[src/hw/rtl/tbeq_pkg.sv]
// shared types, constants and microprogram of the three-band equalizer
`timescale 1ns / 1ps

package tbeq_pkg;

  localparam int NUM_CHANNELS_DEF = 8;
  localparam int SAMPLE_BITS_DEF  = 24;

  localparam int CHAN_W      = 3;
  localparam int CFG_IDX_W   = 3;
  localparam int CFG_DATA_W  = 20;
  localparam int COEF_W      = 17;
  localparam int GAIN_W      = 20;
  localparam int POLE_W      = 32;
  localparam int POLES       = 4;
  localparam int HIST        = 3;
  localparam int COEF_FRAC_W = 16;
  localparam int ACC_FRAC_W  = 48;
  localparam int MUL_A_W     = POLE_W + 1;
  localparam int MUL_B_W     = GAIN_W + 1;
  localparam int PROD_W      = MUL_A_W + MUL_B_W;
  localparam int ACC_W       = PROD_W + 2;

  // configuration register indexes
  localparam logic [CFG_IDX_W-1:0] REG_LOW_COEF  = 3'd0;
  localparam logic [CFG_IDX_W-1:0] REG_HIGH_COEF = 3'd1;
  localparam logic [CFG_IDX_W-1:0] REG_LOW_GAIN  = 3'd2;
  localparam logic [CFG_IDX_W-1:0] REG_MID_GAIN  = 3'd3;
  localparam logic [CFG_IDX_W-1:0] REG_HIGH_GAIN = 3'd4;

  localparam logic [COEF_W-1:0] LOW_COEF_RST  = 17'd7547;
  localparam logic [COEF_W-1:0] HIGH_COEF_RST = 17'd42131;
  localparam logic [GAIN_W-1:0] GAIN_RST      = 20'd65536;

  localparam int STEP_W = 4;
  typedef logic [STEP_W-1:0] step_t;

  // microprogram addresses
  localparam step_t ST_LOAD   = 4'd0;
  localparam step_t ST_L0     = 4'd1;
  localparam step_t ST_L0_H0  = 4'd2;
  localparam step_t ST_H0_L1  = 4'd3;
  localparam step_t ST_L1_H1  = 4'd4;
  localparam step_t ST_H1_L2  = 4'd5;
  localparam step_t ST_L2_H2  = 4'd6;
  localparam step_t ST_H2_L3  = 4'd7;
  localparam step_t ST_L3_H3  = 4'd8;
  localparam step_t ST_H3_LG  = 4'd9;
  localparam step_t ST_MG     = 4'd10;
  localparam step_t ST_HG     = 4'd11;
  localparam step_t ST_ACC    = 4'd12;
  localparam step_t ST_FINISH = 4'd13;
  localparam step_t ST_ZERO   = 4'd14;

  typedef enum logic [2:0] {
    MUL_NONE,
    MUL_LOW,
    MUL_HIGH,
    MUL_LO_G,
    MUL_MID_G,
    MUL_HI_G
  } mul_sel_e;

  typedef enum logic [1:0] {
    UPD_NONE,
    UPD_LOW,
    UPD_HIGH
  } upd_sel_e;

  typedef enum logic [1:0] {
    ACC_NONE,
    ACC_LOAD,
    ACC_ADD
  } acc_op_e;

  typedef enum logic [1:0] {
    COND_NONE,
    COND_BAD_CHAN,
    COND_OUT_BUSY
  } cond_e;

  typedef struct packed {
    logic     load;
    mul_sel_e mul_sel;
    logic     first;
    upd_sel_e upd_sel;
    acc_op_e  acc_op;
    logic     finish;
    logic     zero_out;
    cond_e    cond;
    step_t    target;
    logic     last;
  } uword_t;

  typedef struct packed {
    logic bad_chan;
    logic out_busy;
  } stat_t;

  // control store: the two cascades interleave on one multiplier
  function automatic uword_t tbeq_ucode(step_t s);
    uword_t w;
    w = '0;
    unique case (s)
      ST_LOAD: begin
        w.load   = 1'b1;
        w.cond   = COND_BAD_CHAN;
        w.target = ST_ZERO;
      end
      ST_L0: begin
        w.mul_sel = MUL_LOW;
        w.first   = 1'b1;
      end
      ST_L0_H0: begin
        w.upd_sel = UPD_LOW;
        w.mul_sel = MUL_HIGH;
        w.first   = 1'b1;
      end
      ST_H0_L1, ST_H1_L2, ST_H2_L3: begin
        w.upd_sel = UPD_HIGH;
        w.mul_sel = MUL_LOW;
      end
      ST_L1_H1, ST_L2_H2, ST_L3_H3: begin
        w.upd_sel = UPD_LOW;
        w.mul_sel = MUL_HIGH;
      end
      ST_H3_LG: begin
        w.upd_sel = UPD_HIGH;
        w.mul_sel = MUL_LO_G;
      end
      ST_MG: begin
        w.acc_op  = ACC_LOAD;
        w.mul_sel = MUL_MID_G;
      end
      ST_HG: begin
        w.acc_op  = ACC_ADD;
        w.mul_sel = MUL_HI_G;
      end
      ST_ACC: begin
        w.acc_op = ACC_ADD;
      end
      ST_FINISH: begin
        w.finish = 1'b1;
        w.cond   = COND_OUT_BUSY;
        w.target = ST_FINISH;
        w.last   = 1'b1;
      end
      ST_ZERO: begin
        w.zero_out = 1'b1;
        w.cond     = COND_OUT_BUSY;
        w.target   = ST_ZERO;
        w.last     = 1'b1;
      end
      default: begin
        w.last = 1'b1;
      end
    endcase
    return w;
  endfunction

endpackage

[src/hw/rtl/tbeq_state_mem.sv]
// per-channel filter state memory with per-row valid flags
`timescale 1ns / 1ps

module tbeq_state_mem #(
  parameter int NUM_CHANNELS = tbeq_pkg::NUM_CHANNELS_DEF,
  parameter int SAMPLE_BITS  = tbeq_pkg::SAMPLE_BITS_DEF,
  localparam int AW    = (NUM_CHANNELS > 1) ? $clog2(NUM_CHANNELS) : 1,
  localparam int ROW_W = 2 * tbeq_pkg::POLES * tbeq_pkg::POLE_W + tbeq_pkg::HIST * SAMPLE_BITS
) (
  input  logic             clk_i,
  input  logic             rst_ni,
  input  logic             rd_en_i,
  input  logic [AW-1:0]    rd_addr_i,
  output logic [ROW_W-1:0] rd_data_o,
  output logic             rd_vld_o,
  input  logic             wr_en_i,
  input  logic [AW-1:0]    wr_addr_i,
  input  logic [ROW_W-1:0] wr_data_i
);
  import tbeq_pkg::*;

  logic [ROW_W-1:0]        mem_q [NUM_CHANNELS];
  logic [NUM_CHANNELS-1:0] vld_q;
  logic [ROW_W-1:0]        rd_data_q;
  logic                    rd_vld_q;

  always_ff @(posedge clk_i) begin
    if (wr_en_i) begin
      mem_q[wr_addr_i] <= wr_data_i;
    end
    if (rd_en_i) begin
      rd_data_q <= mem_q[rd_addr_i];
    end
  end

  // a row never written reads back with its valid flag low
  always_ff @(posedge clk_i or negedge rst_ni) begin
    if (!rst_ni) begin
      vld_q    <= '0;
      rd_vld_q <= 1'b0;
    end else begin
      if (wr_en_i) begin
        vld_q[wr_addr_i] <= 1'b1;
      end
      if (rd_en_i) begin
        rd_vld_q <= vld_q[rd_addr_i];
      end
    end
  end

  assign rd_data_o = rd_data_q;
  assign rd_vld_o  = rd_vld_q;

endmodule

[config.mk]
export PLATFORM = sky130hd
export DESIGN_NAME = tbeq_state_mem
export DESIGN_NICKNAME = d
export VERILOG_FILES = /design/src/hw/rtl/tbeq_pkg.sv /design/src/hw/rtl/tbeq_state_mem.sv
export SDC_FILE = /design/constraint.sdc
export NUM_CORES = 2
export LEC_CHECK = 0
export ABC_AREA = 1
export BUFFER_PORTS_ARGS = -buffer_cell sky130_fd_sc_hd__clkbuf_2
export CORE_AREA = 10 10 614 616
export DETAILED_ROUTE_END_ITERATION = 8
export DIE_AREA = 0 0 624 626
export PLACE_DENSITY = 0.43
export SYNTH_ARGS = -nofsm -noshare
export SYNTH_HDL_FRONTEND = slang
export SYNTH_SLANG_ARGS = --single-unit
[constraint.sdc]
create_clock -name clk_i -period 1.6 [get_ports clk_i]
set_clock_uncertainty 0.2 [all_clocks]
set_input_delay 0.32 -clock clk_i [delete_from_list [all_inputs] [get_ports clk_i]]
set_output_delay 0.32 -clock clk_i [all_outputs]
set_load 0.02 [all_outputs]
==> impl_metrics.py <==
metrics = {
    "outcome": {
        "status": "complete, but fails checks",
        "violations": "hold timing, setup timing",
    },
    "logic_synthesis": {
        "synth_top_family_by_area": "simple AND/OR/NAND/NOR gates",
        "synth_cell_types": 16,
        "async_flop_share_pct": 0.304,
        "synth_edf_count": 2952,
        "yosys_warnings": 0,
        "synthTopCellsByCount": "edfxtp_1 (2,952), nor2_1 (1,976), o21ai_1 (1,198), nand2_1 (1,002), o21ai_0 (774)",
        "synth_compound_area_share_pct": 8.77,
        "syn_avg_cell_area_sq_um": 13.3,
        "synth.net_count": 8781,
        "yosysTopAreaCell": "edfxtp_1",
        "yosys.area.top_type_share_pct": 78.8,
        "synthFlopType": "edfxtp_1",
        "yosysMostFrequentCell": "edfxtp_1",
        "synth_area_sq_um": 113000,
        "synthSimpleGateAreaFrac_pct": 9.98,
        "syn_inst": 8443,
        "yosysSeqAreaShare_pct": 79.0,
        "synth_fa_ha_area_share_pct": 0,
        "synth-seq-cells": 2961,
        "synth-xor-area-share_pct": 0,
        "synth_area_leaders": "edfxtp_1 (79%), nor2_1 (6.6%), o21ai_1 (5.3%)",
        "synthMuxAreaShare_pct": 0,
    },
    "placed_design": {
        "dpl-instance-area_sq_um": 128000,
        "dp_slack_ns": -0.600,
        "hpwl_um": 215000,
        "port_buffers": 666,
        "gp_congestion": 0.766,
    },
    "detailed_routing": {
        "wl_um": 332000,
        "drtAntennaViolNets": 0,
        "drt_pass1_iterations": 5,
        "drtIter0Drc": 4865,
        "viasPerCell": 4.67,
        "vias": 70800,
        "post-route-drc-count": 0,
        "wl_per_cell_um": 21.9,
    },
    "global_route": {
        "grt_pass1_vias": 71600,
        "grt_max_degree": 71,
        "antenna_found_initial": 56,
        "grt_overflow": 0,
        "grtUsageTotal_pct": 16.2,
        "grt_pass1_wl_um": 486000,
    },
    "timing": {
        "worst_pin_slew_ns": 0.751,
        "finalCritPeriodShare_pct": 137,
        "finalWorstSetupSlack_ns": -0.595,
        "slew_viol_final": 0,
        "slew_headroom_pct": 49.8,
        "post-route-min-period_ns": 2.20,
        "hold_viol_final": 17,
        "setup_viol": 2869,
        "rsz0062_at_grt": "yes",
        "hold-worst-slack_ns": -0.215,
        "fmaxAchievable_mhz": 456,
    },
    "power": {
        "cellLeakagePower_nw": 51.3,
        "power_mw": 181,
        "powerDensity_nw_per_um2": 1240,
        "ir_drop_mv": 0.863,
    },
    "worst_setup_path": {
        "path_buf_inv": 1,
        "cp_cell_sequence": "clkbuf_8",
        "cp.depth": 1,
        "cpPeakStageDelay_ns": 0.54,
        "crit_arrival_ns": 1.68,
        "ff2ff_path_depth": 6,
        "cp_max_fo": 1,
        "crit_required_ns": 1.08,
        "end_kind": "output port",
        "crit_slowest_cell": "edfxtp_1",
        "crit_type": "flop to output port",
        "worst_setup_path_start_kind": "flop",
        "critPathTopFamily": "flip-flops",
    },
    "hold_path": {
        "hold_path_depth": 4,
        "hp-class": "input pin to flop",
    },
    "floorplan": {
        "rows": 222,
        "die_x_um": 624,
        "start_util_pct": 30.9,
        "core_area_sq_um": 364000,
        "io-pin-count": 667,
        "chipHeight_um": 626,
        "die_area_sq_um": 391000,
    },
    "clocking": {
        "cts_made_buffers": 334,
        "cts_max_level": 5,
        "cts_tree": "built",
        "cts_root_buf": "clkbuf_16",
        "insertion_delay_ns": 0.94,
        "clk_pin_slew_ns": 0.06,
        "clk_path_buf_depth": 4,
        "clock_sinks": 2961,
    },
    "final_layout": {
        "drive_above_1_share_pct": 17.6,
        "fin_area_sq_um": 146000,
        "nFillCells": 34100,
        "fin_nets": 10400,
        "area_growth_pct": 29.7,
    },
    "flow_run": {
        "drv_cap": 0,
    },
}
-- metrics by stage --
step	cells	setup TNS [ns]	util, %
2_1_floorplan	8443	-	-
3_3_place_gp	14100	-1353.05	35.2
3_5_place_dp	14100	-1300.54	35.2
4_1_cts	15100	-346.99	39.5
5_1_grt	15100	-503.14	40.1
6_report	15100	-498.19	40.1
-- kinds of logic after synthesis --
| family | count (synthesis) |
|---|---|
| AOI/OAI and AO/OA | 1972 |
| buffers and inverters | 522 |
| and+or+nand+nor | 2988 |
| DFF | 2961 |
-- final timing paths --
check,endpoint,slack (ns),start
max reg2reg,rd_data_o[27],0.13,mem_q[4][27]
min reg2reg,vld_q[4],0.27,vld_q[4]
max,rd_data_o[263],-0.60,rd_data_o[263]
min in group asynchronous,rd_vld_o,0.34,rst_ni
max in group asynchronous,vld_q[1],0.37,rst_ni
min,vld_q[6],-0.21,wr_addr_i[2]
-- cells in the final DEF, fill, tap and decap left out, drive strengths merged --
cell type / n
dlygate4sd3: 439
dlymetal6s4s: 1
nand3: 6
dfrtp: 9
clkinv: 143
diode: 20
or2: 4
o21ai: 1972
nor2: 1976
clkinvlp: 10
edfxtp: 2952
nand2: 1002
buf: 967
bufinv: 35
inv: 24
clkbuf: 773
-- registers in the layout, indices dropped and copies added, names as in the netlist --
name,count
rd_data_o,328
vld_q,8
rd_vld_o,1
mem_q,2624
-- final cells by class --
cell class                      instances  area (sq um)  share of cell area [%]
Timing Repair Buffer                 1772         18700                    12.8
Antenna cell                           20          50.0                  0.0343
Clock buffer                          408          8750                    6.00
Clock inverter                        201          2240                    1.54
Sequential cell                      2961         88900                    60.9
Tap cell                             4816          6030                    4.13
Multi-Input combinational cell       4960         21200                    14.5
Inverter                               11          92.6                  0.0634
-- power by group --
part / total (mW) / internal [mW] / switching, mW
Clock: 76.9 / 44.9 / 32.0
Combinational: 14.2 / 5.49 / 8.71
Sequential: 89.6 / 88.6 / 0.941
-- timing repair --
| item | in CTS | in global routing |
|---|---|---|
| resized for setup | 56 | 872 |
| pin swaps | 0 | 1 |
| gates cloned | 0 | 11 |
| buffers inserted | 0 | 6 |
| hold buffers | 441 | 3 |
| setup endpoints to repair | 329 | 2539 |
| hold endpoints to repair | 3072 | 51 |
-- per-layer routing --
layer / wire [um] / global-route usage [%] / part of all wire [%]
met1: 143000 / 20.8 / 43
met2: 169000 / 28.9 / 51
met3: 13000 / 2.45 / 3.9
met4: 7530 / 3.80 / 2.3
met5: 112 / 0 / 0.034
No activity file was read; power rests on OpenSTA's default activity.
