[src/hw/rtl/tbeq_pkg.sv]
// shared types, constants and microprogram of the three-band equalizer
`timescale 1ns / 1ps

package tbeq_pkg;

  localparam int NUM_CHANNELS_DEF = 8;
  localparam int SAMPLE_BITS_DEF  = 24;

  localparam int CHAN_W      = 3;
  localparam int CFG_IDX_W   = 3;
  localparam int CFG_DATA_W  = 20;
  localparam int COEF_W      = 17;
  localparam int GAIN_W      = 20;
  localparam int POLE_W      = 32;
  localparam int POLES       = 4;
  localparam int HIST        = 3;
  localparam int COEF_FRAC_W = 16;
  localparam int ACC_FRAC_W  = 48;
  localparam int MUL_A_W     = POLE_W + 1;
  localparam int MUL_B_W     = GAIN_W + 1;
  localparam int PROD_W      = MUL_A_W + MUL_B_W;
  localparam int ACC_W       = PROD_W + 2;

  // configuration register indexes
  localparam logic [CFG_IDX_W-1:0] REG_LOW_COEF  = 3'd0;
  localparam logic [CFG_IDX_W-1:0] REG_HIGH_COEF = 3'd1;
  localparam logic [CFG_IDX_W-1:0] REG_LOW_GAIN  = 3'd2;
  localparam logic [CFG_IDX_W-1:0] REG_MID_GAIN  = 3'd3;
  localparam logic [CFG_IDX_W-1:0] REG_HIGH_GAIN = 3'd4;

  localparam logic [COEF_W-1:0] LOW_COEF_RST  = 17'd7547;
  localparam logic [COEF_W-1:0] HIGH_COEF_RST = 17'd42131;
  localparam logic [GAIN_W-1:0] GAIN_RST      = 20'd65536;

  localparam int STEP_W = 4;
  typedef logic [STEP_W-1:0] step_t;

  // microprogram addresses
  localparam step_t ST_LOAD   = 4'd0;
  localparam step_t ST_L0     = 4'd1;
  localparam step_t ST_L0_H0  = 4'd2;
  localparam step_t ST_H0_L1  = 4'd3;
  localparam step_t ST_L1_H1  = 4'd4;
  localparam step_t ST_H1_L2  = 4'd5;
  localparam step_t ST_L2_H2  = 4'd6;
  localparam step_t ST_H2_L3  = 4'd7;
  localparam step_t ST_L3_H3  = 4'd8;
  localparam step_t ST_H3_LG  = 4'd9;
  localparam step_t ST_MG     = 4'd10;
  localparam step_t ST_HG     = 4'd11;
  localparam step_t ST_ACC    = 4'd12;
  localparam step_t ST_FINISH = 4'd13;
  localparam step_t ST_ZERO   = 4'd14;

  typedef enum logic [2:0] {
    MUL_NONE,
    MUL_LOW,
    MUL_HIGH,
    MUL_LO_G,
    MUL_MID_G,
    MUL_HI_G
  } mul_sel_e;

  typedef enum logic [1:0] {
    UPD_NONE,
    UPD_LOW,
    UPD_HIGH
  } upd_sel_e;

  typedef enum logic [1:0] {
    ACC_NONE,
    ACC_LOAD,
    ACC_ADD
  } acc_op_e;

  typedef enum logic [1:0] {
    COND_NONE,
    COND_BAD_CHAN,
    COND_OUT_BUSY
  } cond_e;

  typedef struct packed {
    logic     load;
    mul_sel_e mul_sel;
    logic     first;
    upd_sel_e upd_sel;
    acc_op_e  acc_op;
    logic     finish;
    logic     zero_out;
    cond_e    cond;
    step_t    target;
    logic     last;
  } uword_t;

  typedef struct packed {
    logic bad_chan;
    logic out_busy;
  } stat_t;

  // control store: the two cascades interleave on one multiplier
  function automatic uword_t tbeq_ucode(step_t s);
    uword_t w;
    w = '0;
    unique case (s)
      ST_LOAD: begin
        w.load   = 1'b1;
        w.cond   = COND_BAD_CHAN;
        w.target = ST_ZERO;
      end
      ST_L0: begin
        w.mul_sel = MUL_LOW;
        w.first   = 1'b1;
      end
      ST_L0_H0: begin
        w.upd_sel = UPD_LOW;
        w.mul_sel = MUL_HIGH;
        w.first   = 1'b1;
      end
      ST_H0_L1, ST_H1_L2, ST_H2_L3: begin
        w.upd_sel = UPD_HIGH;
        w.mul_sel = MUL_LOW;
      end
      ST_L1_H1, ST_L2_H2, ST_L3_H3: begin
        w.upd_sel = UPD_LOW;
        w.mul_sel = MUL_HIGH;
      end
      ST_H3_LG: begin
        w.upd_sel = UPD_HIGH;
        w.mul_sel = MUL_LO_G;
      end
      ST_MG: begin
        w.acc_op  = ACC_LOAD;
        w.mul_sel = MUL_MID_G;
      end
      ST_HG: begin
        w.acc_op  = ACC_ADD;
        w.mul_sel = MUL_HI_G;
      end
      ST_ACC: begin
        w.acc_op = ACC_ADD;
      end
      ST_FINISH: begin
        w.finish = 1'b1;
        w.cond   = COND_OUT_BUSY;
        w.target = ST_FINISH;
        w.last   = 1'b1;
      end
      ST_ZERO: begin
        w.zero_out = 1'b1;
        w.cond     = COND_OUT_BUSY;
        w.target   = ST_ZERO;
        w.last     = 1'b1;
      end
      default: begin
        w.last = 1'b1;
      end
    endcase
    return w;
  endfunction

endpackage

[src/hw/rtl/tbeq_seq.sv]
// microprogram sequencer: step counter, control store and jumps
`timescale 1ns / 1ps

module tbeq_seq (
  input  logic             clk_i,
  input  logic             rst_ni,
  input  logic             start_i,
  input  tbeq_pkg::stat_t  stat_i,
  output tbeq_pkg::uword_t ctl_o,
  output logic             busy_o
);
  import tbeq_pkg::*;

  step_t  step_q, step_d;
  logic   busy_q, busy_d;
  uword_t uw;
  logic   cond_hit;
  logic   jump;

  assign uw = tbeq_ucode(step_q);

  always_comb begin
    unique case (uw.cond)
      COND_NONE:     cond_hit = 1'b0;
      COND_BAD_CHAN: cond_hit = stat_i.bad_chan;
      COND_OUT_BUSY: cond_hit = stat_i.out_busy;
      default:       cond_hit = 1'b0;
    endcase
  end

  assign jump = busy_q & cond_hit;

  // a last step that jumps onto itself waits and does nothing
  always_comb begin
    ctl_o = busy_q ? uw : '0;
    if (jump && uw.last) begin
      ctl_o.finish   = 1'b0;
      ctl_o.zero_out = 1'b0;
    end
  end

  always_comb begin
    step_d = step_q;
    busy_d = busy_q;
    priority if (!busy_q) begin
      busy_d = start_i;
      step_d = ST_LOAD;
    end else if (jump) begin
      step_d = uw.target;
    end else if (uw.last) begin
      busy_d = 1'b0;
    end else begin
      step_d = STEP_W'(step_q + 1'b1);
    end
  end

  always_ff @(posedge clk_i or negedge rst_ni) begin
    if (!rst_ni) begin
      step_q <= ST_LOAD;
      busy_q <= 1'b0;
    end else begin
      step_q <= step_d;
      busy_q <= busy_d;
    end
  end

  assign busy_o = busy_q;

endmodule

[config.mk]
export PLATFORM = sky130hd
export DESIGN_NAME = tbeq_seq
export DESIGN_NICKNAME = d
export VERILOG_FILES = /design/src/hw/rtl/tbeq_pkg.sv /design/src/hw/rtl/tbeq_seq.sv
export SDC_FILE = /design/constraint.sdc
export NUM_CORES = 1
export LEC_CHECK = 0
export BUFFER_PORTS_ARGS = -buffer_cell sky130_fd_sc_hd__buf_2
export CAP_MARGIN = 20
export CORE_AREA = 3 3 40 42
export DETAILED_ROUTE_END_ITERATION = 8
export DIE_AREA = 0 0 43 45
export GPL_ROUTABILITY_DRIVEN = 0
export PLACE_DENSITY = 0.85
export SLEW_MARGIN = 20
export SYNTH_ARGS = -nofsm -noshare
export SYNTH_HDL_FRONTEND = slang
export SYNTH_SLANG_ARGS = --single-unit
[constraint.sdc]
create_clock -name clk_i -period 3.4 [get_ports clk_i]
set_clock_uncertainty 0.1 [all_clocks]
set_input_delay 0 -clock clk_i [delete_from_list [all_inputs] [get_ports clk_i]]
set_output_delay 0 -clock clk_i [all_outputs]
set_load 0.005 [all_outputs]
==> flow_summary.json <==
{
  "ctsResizeCount": 0,
  "powerDensity_nw_per_um2": 924.5,
  "buffers_inserted_by_post_cts_timing_repair": 0,
  "routed_wirelength_mm": 1.561,
  "synth_enable_flop_cells": 0,
  "power.leakage_nw": 0.4415,
  "critPathCaptureType": "primary output",
  "status": "finished clean",
  "netlist_area_um2": 625.6,
  "cts_tree": "done",
  "distinct_cell_type_count_after_synthesis": 34,
  "htreeDepth": 1,
  "critical_path_required_time_ps": 3300,
  "final-max-slew-violation-count": 0,
  "mostFrequentLayoutCells": "23 x sky130_fd_sc_hd__buf_2, 8 x sky130_fd_sc_hd__nand2_1, 7 x sky130_fd_sc_hd__inv_1, 7 x sky130_fd_sc_hd__nor2_1, 7 x sky130_fd_sc_hd__ha_1",
  "synth_largest_type_area_fraction": 0.2000,
  "holdBufCountCts": 3,
  "yosys_warn_count": 0,
  "wire_length_of_the_first_global_routing_pass_mm": 2.415,
  "yosysSeqAreaShare": 0.2000,
  "synth_simple_gate_area_share": 0.2680,
  "clock_power_share": 0.093,
  "worst_hold_path.num_cells": 4,
  "yosys.area_share.xor_xnor": 0.01400,
  "cts_max_path_buffers": 2,
  "final.period_utilization": 0.7937,
  "detailedRoute.firstIterationViolations": 4,
  "synth.mux.area_fraction": 0.03200,
  "setup-violations-final": 0,
  "areaGrowthSynthToFinish_pct": 24.80,
  "cp-startpoint": "step_q[0]",
  "drt.antenna.violating_nets": 0,
  "grt_antenna_before_repair": 0,
  "timing.fmax_ghz": 0.3706,
  "grt_remaining_overflow": 0,
  "hp-start": "stat_i[1]",
  "grt_max_degree": 22,
  "drive_above_1_share": 0.2952,
  "dieHeight_um": 45,
  "synth_area_leaders": "sky130_fd_sc_hd__dfrtp_1 20%, sky130_fd_sc_hd__ha_1 14%, sky130_fd_sc_hd__o211a_1 4.8%",
  "intPower_mw": 0.3721,
  "ys_ff_latch": 5,
  "power_frac_comb": 0.690,
  "synth_compound_gate_area_share": 0.2480,
  "worst_slew_pin_slew_ps": 548.2,
  "numCtsBuffers": 3,
  "core.rowCount": 13,
  "hold_end": "busy_o",
  "drc": 0,
  "timing.critical_path.fanout_max": 10,
  "initial_utilization": 0.4869,
  "slew_headroom": 0.6345,
  "numPortBuffers": 23,
  "power.switching_mw": 0.3497,
  "sequentialPowerShare": 0.217,
  "worstRegToRegCells": 8,
  "drt-vias-per-instance": 5.425,
  "die_area_um2": 1935,
  "worst_hold_slack_ps": 391.2,
  "post-route-util": 0.6076,
  "first_global_vias": 562,
  "drt-wirelength-per-cell_um": 13.01,
  "sort_of_element_at_the_start_of_the_critical_path": "register",
  "worstSetupPathType": "register to primary output",
  "detailedPlacementHpwl_mm": 1.134,
  "critical_path.reg2reg.endpoint": "step_q[3]",
  "netSwitchingFraction": 0.4844,
  "worst_setup_hold_path_clk_slew_ps": 40,
  "post_synth_fa_ha_maj_area_fraction": 0.1400,
  "critPathArrivalTime_ps": 2600,
  "final.setup.tns_ps": 0,
  "dr_total_vias": 651,
  "synthesis.instances": 82,
  "global_route.usage.total": 0.1672,
  "worst_ir_drop_vdd_v": 0.0005470,
  "syn-num-nets": 94,
  "design.core.area_um2": 1285,
  "worst_r2r_start": "step_q[0]",
  "finalCriticalPeriod_ps": 2699,
  "worstHoldPathType": "input pin to register",
  "synth_area_leader_cell": "sky130_fd_sc_hd__dfrtp_1",
  "worstSkewPairLatency_ps": 240,
  "die_x_um": 43,
  "io_pins": 24,
  "leading_cell_type_in_the_layout_fill_and_taps_excluded": "sky130_fd_sc_hd__buf_2",
  "reg2reg_setup_slack_ps": 850,
  "synth_ff_type": "sky130_fd_sc_hd__dfrtp_1",
  "finalHoldViolations": 0,
  "n_antenna_cell": 0,
  "unrepaired_setup_endpoints_after_global_routing": "false",
  "syn_avg_cell_area_um2": 7.629,
  "max_cap_violations": 0,
  "ctsRootBufferMaster": "sky130_fd_sc_hd__clkbuf_4",
  "clock_sink_count": 5,
  "drt_first_pass_iters": 4,
  "fin_nets": 118,
  "synth_top_family_by_area": "simple AND/OR/NAND/NOR gates",
  "share_of_synthesized_registers_carrying_an_async_set_or_reset": 1.000
}
area by class of cell:
class                   count  area (µm²)
clock buffers               4       26.28
fillers                   120       504.2
inverters                   7       26.28
multi-input cells          63       439.2
flip-flops and latches      5       125.1
well taps                  15       18.77
repair buffers             26       145.1
cell families (layout without fill, tap and decap cells):
group,after synthesis,after routing
buffers and inverters,14,37
AOI/OAI and AO/OA,21,21
adders and majority gates,7,7
and+or+nand+nor,32,32
DFF,5,5
xor gates and xnor gates,1,1
muxes,2,2
Yosys cell counts, types with 2 or more instances:
cell type and instances:
sky130_fd_sc_hd__a21oi_1 5, sky130_fd_sc_hd__and2_1 3, sky130_fd_sc_hd__buf_4 2, sky130_fd_sc_hd__clkbuf_1 4, sky130_fd_sc_hd__dfrtp_1 5, sky130_fd_sc_hd__ha_1 7, sky130_fd_sc_hd__inv_1 7, sky130_fd_sc_hd__mux2i_1 2
sky130_fd_sc_hd__nand2_1 8, sky130_fd_sc_hd__nand3_1 3, sky130_fd_sc_hd__nor2_1 7, sky130_fd_sc_hd__nor2b_1 2, sky130_fd_sc_hd__o211a_1 3, sky130_fd_sc_hd__o21ai_0 4
metal layers:
layer	part of all wire	GRT usage	vias up	wire [µm]
li1	-	-	329	-
met1	0.45	0.1976	299	703
met2	0.48	0.2814	19	747
met3	0.047	0.02789	4	73
met4	0.023	0.1084	0	36
met5	0	0	-	0
how the worst max path moves through the flow:
stage / end / slack (ps)
6_report: ctl_o[8] / 700
5_1_grt: ctl_o[8] / 420
4_1_cts: ctl_o[7] / 710
3_5_place_dp: step_q[3] / 880
3_3_place_gp: step_q[2] / 1040
2_1_floorplan: step_q[2] / 1160
state kept, by name, indices dropped and copies added (netlist names):
register	count
step_q	4
busy_o	1
critical path, stage by stage (launching register included):
cell and delay (ps):
sky130_fd_sc_hd__dfrtp_1 430, sky130_fd_sc_hd__inv_1 90, sky130_fd_sc_hd__ha_1 290, sky130_fd_sc_hd__o21ai_0 410, sky130_fd_sc_hd__inv_1 90, sky130_fd_sc_hd__ha_1 200
sky130_fd_sc_hd__a22o_1 210, sky130_fd_sc_hd__nand3b_1 280, sky130_fd_sc_hd__inv_1 100, sky130_fd_sc_hd__a21oi_1 130, sky130_fd_sc_hd__buf_2 130
power groups by stage:
| stage | Clock, mW | Combinational, mW | Sequential, mW |
|---|---|---|---|
| floorplan | 0 | 0.404 | 0.109 |
| detailed placement | 0 | 0.493 | 0.155 |
| finish | 0.0670 | 0.498 | 0.157 |
| global placement | 0 | 0.482 | 0.151 |
| global route | 0.0714 | 0.556 | 0.162 |
| CTS | 0.0700 | 0.500 | 0.154 |
metrics by stage:
| stage | instance area [µm²] | total power [mW] | instances | worst slack (ps) |
|---|---|---|---|---|
| after detailed placement | 724.4 | 0.6487 | 113 | 880.5 |
| after floorplan | 625.6 | 0.5136 | 82 | 1163 |
| after global placement | 724.4 | 0.6324 | 113 | 1038 |
| after global routing | 780.7 | 0.7894 | 120 | 421.9 |
| after CTS | 780.7 | 0.7239 | 120 | 714.2 |
| final | 780.7 | 0.7218 | 120 | 701.4 |
No activity file was read; power rests on OpenSTA's default activity.
