[config.mk]
export PLATFORM = sky130hd
export DESIGN_NAME = tbeq_dp
export DESIGN_NICKNAME = d
export VERILOG_FILES = /design/src/hw/rtl/tbeq_pkg.sv /design/src/hw/rtl/tbeq_dp.sv
export SDC_FILE = /design/constraint.sdc
export NUM_CORES = 2
export LEC_CHECK = 0
export BUFFER_PORTS_ARGS = -buffer_cell sky130_fd_sc_hd__buf_2
export CAP_MARGIN = 40
export CORE_UTILIZATION = 48
export DETAILED_ROUTE_END_ITERATION = 12
export MAX_ROUTING_LAYER = met4
export PLACE_DENSITY = 0.77
export SLEW_MARGIN = 40
export SYNTH_ARGS = -nofsm -noshare
export SYNTH_HDL_FRONTEND = slang
export SYNTH_SLANG_ARGS = --single-unit
[constraint.sdc]
create_clock -name clk_i -period 12.7 [get_ports clk_i]
set_clock_uncertainty 0.15 [all_clocks]
set_input_delay 0.635 -clock clk_i [delete_from_list [all_inputs] [get_ports clk_i]]
set_output_delay 0.635 -clock clk_i [all_outputs]
set_load 0.1 [all_outputs]
[src/hw/rtl/tbeq_pkg.sv]
// shared types, constants and microprogram of the three-band equalizer
`timescale 1ns / 1ps

package tbeq_pkg;

  localparam int NUM_CHANNELS_DEF = 8;
  localparam int SAMPLE_BITS_DEF  = 24;

  localparam int CHAN_W      = 3;
  localparam int CFG_IDX_W   = 3;
  localparam int CFG_DATA_W  = 20;
  localparam int COEF_W      = 17;
  localparam int GAIN_W      = 20;
  localparam int POLE_W      = 32;
  localparam int POLES       = 4;
  localparam int HIST        = 3;
  localparam int COEF_FRAC_W = 16;
  localparam int ACC_FRAC_W  = 48;
  localparam int MUL_A_W     = POLE_W + 1;
  localparam int MUL_B_W     = GAIN_W + 1;
  localparam int PROD_W      = MUL_A_W + MUL_B_W;
  localparam int ACC_W       = PROD_W + 2;

  // configuration register indexes
  localparam logic [CFG_IDX_W-1:0] REG_LOW_COEF  = 3'd0;
  localparam logic [CFG_IDX_W-1:0] REG_HIGH_COEF = 3'd1;
  localparam logic [CFG_IDX_W-1:0] REG_LOW_GAIN  = 3'd2;
  localparam logic [CFG_IDX_W-1:0] REG_MID_GAIN  = 3'd3;
  localparam logic [CFG_IDX_W-1:0] REG_HIGH_GAIN = 3'd4;

  localparam logic [COEF_W-1:0] LOW_COEF_RST  = 17'd7547;
  localparam logic [COEF_W-1:0] HIGH_COEF_RST = 17'd42131;
  localparam logic [GAIN_W-1:0] GAIN_RST      = 20'd65536;

  localparam int STEP_W = 4;
  typedef logic [STEP_W-1:0] step_t;

  // microprogram addresses
  localparam step_t ST_LOAD   = 4'd0;
  localparam step_t ST_L0     = 4'd1;
  localparam step_t ST_L0_H0  = 4'd2;
  localparam step_t ST_H0_L1  = 4'd3;
  localparam step_t ST_L1_H1  = 4'd4;
  localparam step_t ST_H1_L2  = 4'd5;
  localparam step_t ST_L2_H2  = 4'd6;
  localparam step_t ST_H2_L3  = 4'd7;
  localparam step_t ST_L3_H3  = 4'd8;
  localparam step_t ST_H3_LG  = 4'd9;
  localparam step_t ST_MG     = 4'd10;
  localparam step_t ST_HG     = 4'd11;
  localparam step_t ST_ACC    = 4'd12;
  localparam step_t ST_FINISH = 4'd13;
  localparam step_t ST_ZERO   = 4'd14;

  typedef enum logic [2:0] {
    MUL_NONE,
    MUL_LOW,
    MUL_HIGH,
    MUL_LO_G,
    MUL_MID_G,
    MUL_HI_G
  } mul_sel_e;

  typedef enum logic [1:0] {
    UPD_NONE,
    UPD_LOW,
    UPD_HIGH
  } upd_sel_e;

  typedef enum logic [1:0] {
    ACC_NONE,
    ACC_LOAD,
    ACC_ADD
  } acc_op_e;

  typedef enum logic [1:0] {
    COND_NONE,
    COND_BAD_CHAN,
    COND_OUT_BUSY
  } cond_e;

  typedef struct packed {
    logic     load;
    mul_sel_e mul_sel;
    logic     first;
    upd_sel_e upd_sel;
    acc_op_e  acc_op;
    logic     finish;
    logic     zero_out;
    cond_e    cond;
    step_t    target;
    logic     last;
  } uword_t;

  typedef struct packed {
    logic bad_chan;
    logic out_busy;
  } stat_t;

  // control store: the two cascades interleave on one multiplier
  function automatic uword_t tbeq_ucode(step_t s);
    uword_t w;
    w = '0;
    unique case (s)
      ST_LOAD: begin
        w.load   = 1'b1;
        w.cond   = COND_BAD_CHAN;
        w.target = ST_ZERO;
      end
      ST_L0: begin
        w.mul_sel = MUL_LOW;
        w.first   = 1'b1;
      end
      ST_L0_H0: begin
        w.upd_sel = UPD_LOW;
        w.mul_sel = MUL_HIGH;
        w.first   = 1'b1;
      end
      ST_H0_L1, ST_H1_L2, ST_H2_L3: begin
        w.upd_sel = UPD_HIGH;
        w.mul_sel = MUL_LOW;
      end
      ST_L1_H1, ST_L2_H2, ST_L3_H3: begin
        w.upd_sel = UPD_LOW;
        w.mul_sel = MUL_HIGH;
      end
      ST_H3_LG: begin
        w.upd_sel = UPD_HIGH;
        w.mul_sel = MUL_LO_G;
      end
      ST_MG: begin
        w.acc_op  = ACC_LOAD;
        w.mul_sel = MUL_MID_G;
      end
      ST_HG: begin
        w.acc_op  = ACC_ADD;
        w.mul_sel = MUL_HI_G;
      end
      ST_ACC: begin
        w.acc_op = ACC_ADD;
      end
      ST_FINISH: begin
        w.finish = 1'b1;
        w.cond   = COND_OUT_BUSY;
        w.target = ST_FINISH;
        w.last   = 1'b1;
      end
      ST_ZERO: begin
        w.zero_out = 1'b1;
        w.cond     = COND_OUT_BUSY;
        w.target   = ST_ZERO;
        w.last     = 1'b1;
      end
      default: begin
        w.last = 1'b1;
      end
    endcase
    return w;
  endfunction

endpackage

[src/hw/rtl/tbeq_dp.sv]
// equalizer datapath: working registers, shared multiplier, accumulator, output word
`timescale 1ns / 1ps

module tbeq_dp #(
  parameter int NUM_CHANNELS = tbeq_pkg::NUM_CHANNELS_DEF,
  parameter int SAMPLE_BITS  = tbeq_pkg::SAMPLE_BITS_DEF,
  localparam int AW    = (NUM_CHANNELS > 1) ? $clog2(NUM_CHANNELS) : 1,
  localparam int ROW_W = 2 * tbeq_pkg::POLES * tbeq_pkg::POLE_W + tbeq_pkg::HIST * SAMPLE_BITS
) (
  input  logic                                clk_i,
  input  logic                                rst_ni,
  input  tbeq_pkg::uword_t                    ctl_i,
  output tbeq_pkg::stat_t                     stat_o,
  input  logic                                accept_i,
  input  logic [tbeq_pkg::CHAN_W-1:0]         chan_i,
  input  logic signed [SAMPLE_BITS-1:0]       sample_i,
  input  logic [tbeq_pkg::COEF_W-1:0]         low_coef_i,
  input  logic [tbeq_pkg::COEF_W-1:0]         high_coef_i,
  input  logic [tbeq_pkg::GAIN_W-1:0]         low_gain_i,
  input  logic [tbeq_pkg::GAIN_W-1:0]         mid_gain_i,
  input  logic [tbeq_pkg::GAIN_W-1:0]         high_gain_i,
  input  logic                                out_stall_i,
  output logic                                out_valid_o,
  output logic [tbeq_pkg::CHAN_W-1:0]         chan_out_o,
  output logic signed [SAMPLE_BITS-1:0]       sample_out_o,
  output logic                                rd_en_o,
  output logic [AW-1:0]                       rd_addr_o,
  input  logic [ROW_W-1:0]                    rd_data_i,
  input  logic                                rd_vld_i,
  output logic                                wr_en_o,
  output logic [AW-1:0]                       wr_addr_o,
  output logic [ROW_W-1:0]                    wr_data_o
);
  import tbeq_pkg::*;

  localparam int UP      = POLE_W - SAMPLE_BITS;
  localparam int DOWN    = ACC_FRAC_W - SAMPLE_BITS;
  localparam int SUM_W   = PROD_W - COEF_FRAC_W + 1;
  localparam int RND_W   = ACC_W + 1;
  localparam int HP_BASE = POLES * POLE_W;
  localparam int HI_BASE = 2 * POLES * POLE_W;
  localparam logic signed [RND_W-1:0] RND_HALF = RND_W'(1) <<< (DOWN - 1);

  logic [CHAN_W-1:0]              chan_q;
  logic signed [SAMPLE_BITS-1:0]  sample_q;
  logic signed [POLE_W-1:0]       lp_q [POLES];
  logic signed [POLE_W-1:0]       hp_q [POLES];
  logic signed [SAMPLE_BITS-1:0]  hist_q [HIST];
  logic signed [PROD_W-1:0]       prod_q;
  logic signed [ACC_W-1:0]        acc_q;
  logic                           out_vld_q;
  logic [CHAN_W-1:0]              chan_out_q;
  logic signed [SAMPLE_BITS-1:0]  sample_out_q;

  logic signed [POLE_W-1:0]       x_w, d3_w, upd_p, upd_new;
  logic signed [MUL_A_W-1:0]      mul_a;
  logic signed [MUL_B_W-1:0]      mul_b;
  logic signed [PROD_W-1:0]       prod_w;
  logic signed [SUM_W-1:0]        upd_sum;
  logic [SUM_W-POLE_W:0]          upd_top;
  logic signed [RND_W-1:0]        rnd_sum, rnd_shr;
  logic [RND_W-SAMPLE_BITS:0]     rnd_top;
  logic signed [SAMPLE_BITS-1:0]  rnd_sat;
  logic                           chan_in_ok;

  // sample scaled up to the pole format, and the input three samples back
  assign x_w  = POLE_W'(sample_q) <<< UP;
  assign d3_w = POLE_W'(hist_q[HIST-1]) <<< UP;

  // operand select: the pole in work always sits at slot 0, its source at the last slot
  always_comb begin
    mul_a = '0;
    mul_b = '0;
    unique case (ctl_i.mul_sel)
      MUL_NONE: ;
      MUL_LOW: begin
        mul_a = MUL_A_W'(ctl_i.first ? x_w : lp_q[POLES-1]) - MUL_A_W'(lp_q[0]);
        mul_b = MUL_B_W'(low_coef_i);
      end
      MUL_HIGH: begin
        mul_a = MUL_A_W'(ctl_i.first ? x_w : hp_q[POLES-1]) - MUL_A_W'(hp_q[0]);
        mul_b = MUL_B_W'(high_coef_i);
      end
      MUL_LO_G: begin
        mul_a = MUL_A_W'(lp_q[POLES-1]);
        mul_b = MUL_B_W'(low_gain_i);
      end
      MUL_MID_G: begin
        // delayed input minus low minus high reduces to high pole minus low pole
        mul_a = MUL_A_W'(hp_q[POLES-1]) - MUL_A_W'(lp_q[POLES-1]);
        mul_b = MUL_B_W'(mid_gain_i);
      end
      MUL_HI_G: begin
        mul_a = MUL_A_W'(d3_w) - MUL_A_W'(hp_q[POLES-1]);
        mul_b = MUL_B_W'(high_gain_i);
      end
      default: ;
    endcase
  end

  assign prod_w = mul_a * mul_b;

  // pole update with floor shift and saturation to 32 bits
  assign upd_p   = (ctl_i.upd_sel == UPD_HIGH) ? hp_q[0] : lp_q[0];
  assign upd_sum = SUM_W'(upd_p) + SUM_W'(prod_q >>> COEF_FRAC_W);
  assign upd_top = upd_sum[SUM_W-1:POLE_W-1];

  always_comb begin
    if ((&upd_top) || !(|upd_top)) begin
      upd_new = upd_sum[POLE_W-1:0];
    end else if (upd_sum[SUM_W-1]) begin
      upd_new = {1'b1, {(POLE_W-1){1'b0}}};
    end else begin
      upd_new = {1'b0, {(POLE_W-1){1'b1}}};
    end
  end

  // round half up to the sample format and saturate
  assign rnd_sum = RND_W'(acc_q) + RND_HALF;
  assign rnd_shr = rnd_sum >>> DOWN;
  assign rnd_top = rnd_shr[RND_W-1:SAMPLE_BITS-1];

  always_comb begin
    if ((&rnd_top) || !(|rnd_top)) begin
      rnd_sat = rnd_shr[SAMPLE_BITS-1:0];
    end else if (rnd_shr[RND_W-1]) begin
      rnd_sat = {1'b1, {(SAMPLE_BITS-1){1'b0}}};
    end else begin
      rnd_sat = {1'b0, {(SAMPLE_BITS-1){1'b1}}};
    end
  end

  always_ff @(posedge clk_i) begin
    if (accept_i) begin
      chan_q   <= chan_i;
      sample_q <= sample_i;
    end
    if (ctl_i.load) begin
      for (int i = 0; i < POLES; i++) begin
        lp_q[i] <= rd_vld_i ? rd_data_i[i*POLE_W +: POLE_W] : '0;
        hp_q[i] <= rd_vld_i ? rd_data_i[HP_BASE + i*POLE_W +: POLE_W] : '0;
      end
      for (int i = 0; i < HIST; i++) begin
        hist_q[i] <= rd_vld_i ? rd_data_i[HI_BASE + i*SAMPLE_BITS +: SAMPLE_BITS] : '0;
      end
    end
    // each update rotates its cascade by one pole
    unique case (ctl_i.upd_sel)
      UPD_NONE: ;
      UPD_LOW: begin
        for (int i = 0; i < POLES - 1; i++) begin
          lp_q[i] <= lp_q[i+1];
        end
        lp_q[POLES-1] <= upd_new;
      end
      UPD_HIGH: begin
        for (int i = 0; i < POLES - 1; i++) begin
          hp_q[i] <= hp_q[i+1];
        end
        hp_q[POLES-1] <= upd_new;
      end
      default: ;
    endcase
    if (ctl_i.mul_sel != MUL_NONE) begin
      prod_q <= prod_w;
    end
    unique case (ctl_i.acc_op)
      ACC_NONE: ;
      ACC_LOAD: acc_q <= ACC_W'(prod_q);
      ACC_ADD:  acc_q <= acc_q + ACC_W'(prod_q);
      default: ;
    endcase
    if (ctl_i.finish) begin
      chan_out_q   <= chan_q;
      sample_out_q <= rnd_sat;
    end else if (ctl_i.zero_out) begin
      chan_out_q   <= chan_q;
      sample_out_q <= '0;
    end
  end

  always_ff @(posedge clk_i or negedge rst_ni) begin
    if (!rst_ni) begin
      out_vld_q <= 1'b0;
    end else if (ctl_i.finish || ctl_i.zero_out) begin
      out_vld_q <= 1'b1;
    end else if (!out_stall_i) begin
      out_vld_q <= 1'b0;
    end
  end

  // row write-back: updated poles and the shifted input history
  always_comb begin
    wr_data_o = '0;
    for (int i = 0; i < POLES; i++) begin
      wr_data_o[i*POLE_W +: POLE_W]           = lp_q[i];
      wr_data_o[HP_BASE + i*POLE_W +: POLE_W] = hp_q[i];
    end
    wr_data_o[HI_BASE +: SAMPLE_BITS] = sample_q;
    for (int i = 1; i < HIST; i++) begin
      wr_data_o[HI_BASE + i*SAMPLE_BITS +: SAMPLE_BITS] = hist_q[i-1];
    end
  end

  assign chan_in_ok = 32'(chan_i) < 32'(NUM_CHANNELS);
  assign rd_en_o    = accept_i & chan_in_ok;
  assign rd_addr_o  = AW'(chan_i);
  assign wr_en_o    = ctl_i.finish;
  assign wr_addr_o  = AW'(chan_q);

  assign stat_o.bad_chan = !(32'(chan_q) < 32'(NUM_CHANNELS));
  assign stat_o.out_busy = out_vld_q & out_stall_i;

  assign out_valid_o  = out_vld_q;
  assign chan_out_o   = chan_out_q;
  assign sample_out_o = sample_out_q;

endmodule

==> results by group <==
Floorplanning
  – Die X: approximately 350 um
  – DIE HEIGHT: 350 um
  – Core Rows: 127
  – Starting Density: 0.484
  – Core area: 120000 um^2
  – Die ar.: roughly 120000 um^2
  – Io pins: 838

Routing
  – Total length of routed wires: 262000 um
  – Drc violations: 0
  – Routed WL per cell: 29.5 um
  – Final antenna-violating net count: 0
  – DRT iter0 DRCs: 7257
  – Vias: 54674
  – DR pass1 iterations: 8
  – DR vias/cell: 6.14

STA
  – Crit path time final: 11.72 ns
  – Count of final setup violators: 0
  – Worst-Margin Slew: between 0.9 and 1 ns
  – RSZ-0062 raised after global routing: false
  – F_max: about 85 MHz
  – Final worst path period share: 0.923
  – Slew margin rel.: 0.378
  – Slew Viols, Final: 0
  – Post-route setup slack: 0.981 ns
  – Fin. Hold Viols: 0
  – Setup TNS: 0 ns

Clocking
  – Clock slew at reported path FFs: 0.06 ns
  – CTS Buf Count: 56
  – CTS Hold Buffers Added: 27
  – Clk root buf: clkbuf_16
  – Clk_lat worst skew: 0.70 ns
  – Number of setup buffers added after CTS: 0
  – Post-CTS sizing: 0
  – CTS Buffer Depth: 3
  – CTS tree: yes
  – Clk sinks: 493
  – H-tree depth: 2

Logic synthesis
  – Complex-gate fraction of the synthesized area: 0.152
  – Post-Synthesis Mean Instance Area: 8.99 um^2
  – Register area share after synthesis: 0.255
  – Largest family of logic cells by synthesized area: adder cells
  – Mux contribution to synthesized area: 0.0144
  – Synth warn: 0
  – Simple-Gate Fraction of Synth Area: 0.160
  – Top cell type's share of synthesized area: 0.255
  – Number of flops mapped to enable cells by yosys: 492
  – Synth cell types: 92
  – Synth Instances: 6452
  – Synthesis-stage register bit count: 493
  – Synth Cell Area: 58000 um^2
  – Area contributors post-synth: edfxtp_1 25%, fa_1 22%, ha_1 7.9%, inv_1 6.1%, nand2_1 5.7%
  – Post-synth net total: 7926
  – Top FF cell, synth: edfxtp_1
  – XOR/XNOR Fraction of Synth Area: 0.0362
  – Adder-cell share of the synthesized area: 0.300
  – Synth async-reset ratio: 0.00203
  – Largest area contributor in the netlist: edfxtp_1

Run
  – Max Cap Viol: 0

Layout
  – Most frequent cells in the layout: 933 x inv_1, 875 x nand2_1, 825 x buf_2, 638 x fa_1, 492 x edfxtp_1
  – Area growth syn-to-layout: 15.0%
  – Filler cell count: 10915
  – Most common library cell in the layout ignoring fill and taps: inv_1
  – Register area: 14800 um^2
  – Nets@finish: 8664
  – Share of layout cells above drive strength 1: 0.167
  – Multi-input gate area: 38700 um^2

Min path
  – Hold Path Class: input port to flop

Placed design
  – Gpl congestion: 1.10
  – Final HPWL DP: 215000 um
  – Pre-CTS setup slack: 0.847 ns
  – IO buf count: 829

Setup path
  – CP dominant cell by count: fa_1
  – Critical Path AT: 11.99 ns
  – Slowest-stage cell, CP: edfxtp_1
  – Delay of the slowest critical-path stage: slightly below 0.8 ns
  – Critical Path End Type: flop
  – Crit path kind: flop to flop
  – Startpoint types: flop
  – Worst EP required: 12.97 ns
  – Crit path max fanout: 9

GRT
  – Vias in the first global route: 52725
  – Global-route usage over all layers: 0.436
  – Initial antenna violation count: 73
  – Largest net degree at the start of global routing: 109
  – Grt ovf: 0
  – First-pass GRT wire length: 367000 um

Outcome
  – Outcome: finished clean
==> path summary, 6_finish.rpt <==
kind	from	end	slack, ns	cells after the start
setup / recovery	hp_q[3][13]$_DFFE_PP_	prod_q[46]$_DFFE_PP_	0.98	34
hold / removal	sample_i[0]	sample_q[0]$_DFFE_PP_	0.03	1
setup reg to reg	hp_q[3][13]$_DFFE_PP_	prod_q[46]$_DFFE_PP_	0.98	34
hold reg to reg	wr_addr_o[2]$_DFFE_PP_	chan_out_o[2]$_DFFE_PP_	0.31	0
max in group asynchronous	rst_ni	out_valid_o$_DFFE_PN0P_	12.17	2
min in group asynchronous	rst_ni	out_valid_o$_DFFE_PN0P_	0.14	2
==> cell type report <==
cell class | instances | area share
Antenna cell | 63 | 0.00236
Clock buffer | 61 | 0.0213
Clock inverter | 38 | 0.00722
Inverter | 935 | 0.0526
Multi-Input combinational cell | 4701 | 0.581
Sequential cell | 493 | 0.222
Tap cell | 1612 | 0.0302
Timing Repair Buffer | 1003 | 0.0839
==> through the flow <==
| stage | hold slack, ns | std cells | util | instance area (um^2) |
|---|---|---|---|---|
| 3_5_place_dp | 0.272 | 8717 | 0.537 | 64400 |
| 5_1_grt | 0.0207 | 8889 | 0.556 | 66700 |
| 2_1_floorplan | 0.189 | 6452 | - | 58000 |
| 3_3_place_gp | 0.274 | 8714 | 0.536 | 64200 |
| 6_report | 0.0291 | 8906 | 0.557 | 66700 |
| 4_1_cts | 0.00938 | 8843 | 0.555 | 66500 |
==> registers in the layout (all words and copies together), names as in the netlist <==
| signal | flops |
|---|---|
| wr_addr_o | 3 |
| hp_q | 128 |
| out_valid_o | 1 |
| sample_out_o | 24 |
| lp_q | 128 |
| hist_q | 72 |
| chan_out_o | 3 |
| sample_q | 24 |
| prod_q | 54 |
| acc_q | 56 |
==> routing by layer <==
layer	wire length [um]	GRT usage	up-vias
li1	-	-	23376
met1	97200	0.542	26813
met2	109000	0.616	3729
met3	34800	0.126	756
met4	21000	0.287	0
met5	0	-	-
==> synthesized netlist by cell type, types with 11 or more instances <==
cell type and number:
buf_1 25, o221ai_1 11, nand2b_1 69, o41ai_1 13, o21ai_0 402, edfxtp_1 492, nand3_1 329, o22ai_1 14
o31ai_1 25, inv_1 935, o211ai_1 31, a22oi_1 65, mux2i_1 26, a32oi_1 35, a31oi_1 33, mux2_2 51
a21oi_1 331, o21a_1 40, xnor2_1 157, nor4_1 12, and3_1 29, a221oi_1 19, a21o_1 127, nor3_1 53
o21bai_1 38, clkbuf_1 286, nand4_1 43, a2111oi_0 13, nand2_1 875, ha_1 364, and2_1 173, nor2_1 267
or3_1 30, a211o_1 16, xor2_1 83, a211oi_1 40, nor2b_1 65, a21boi_0 13, a221o_1 18, fa_1 638
==> critical path, delay by kind of cell, from the launching register on <==
family	cells	cell delay, ns
DFF	1	0.79
and+or+nand+nor	9	2.10
adders and majority gates	9	4.26
AOI/OAI and AO/OA	11	3.63
buffers and inverters	5	0.50
==> cell families after synthesis <==
family / count (synthesis)
other: 1
adders and majority gates: 1007
muxes: 77
buffers and inverters: 1258
AOI/OAI and AO/OA: 1375
and+or+nand+nor: 2001
DFF: 493
xor gates and xnor gates: 240
Power is left out: the tool's default activity adds up to more than one toggle a clock period on the data nets, which glitch-free logic cannot reach.
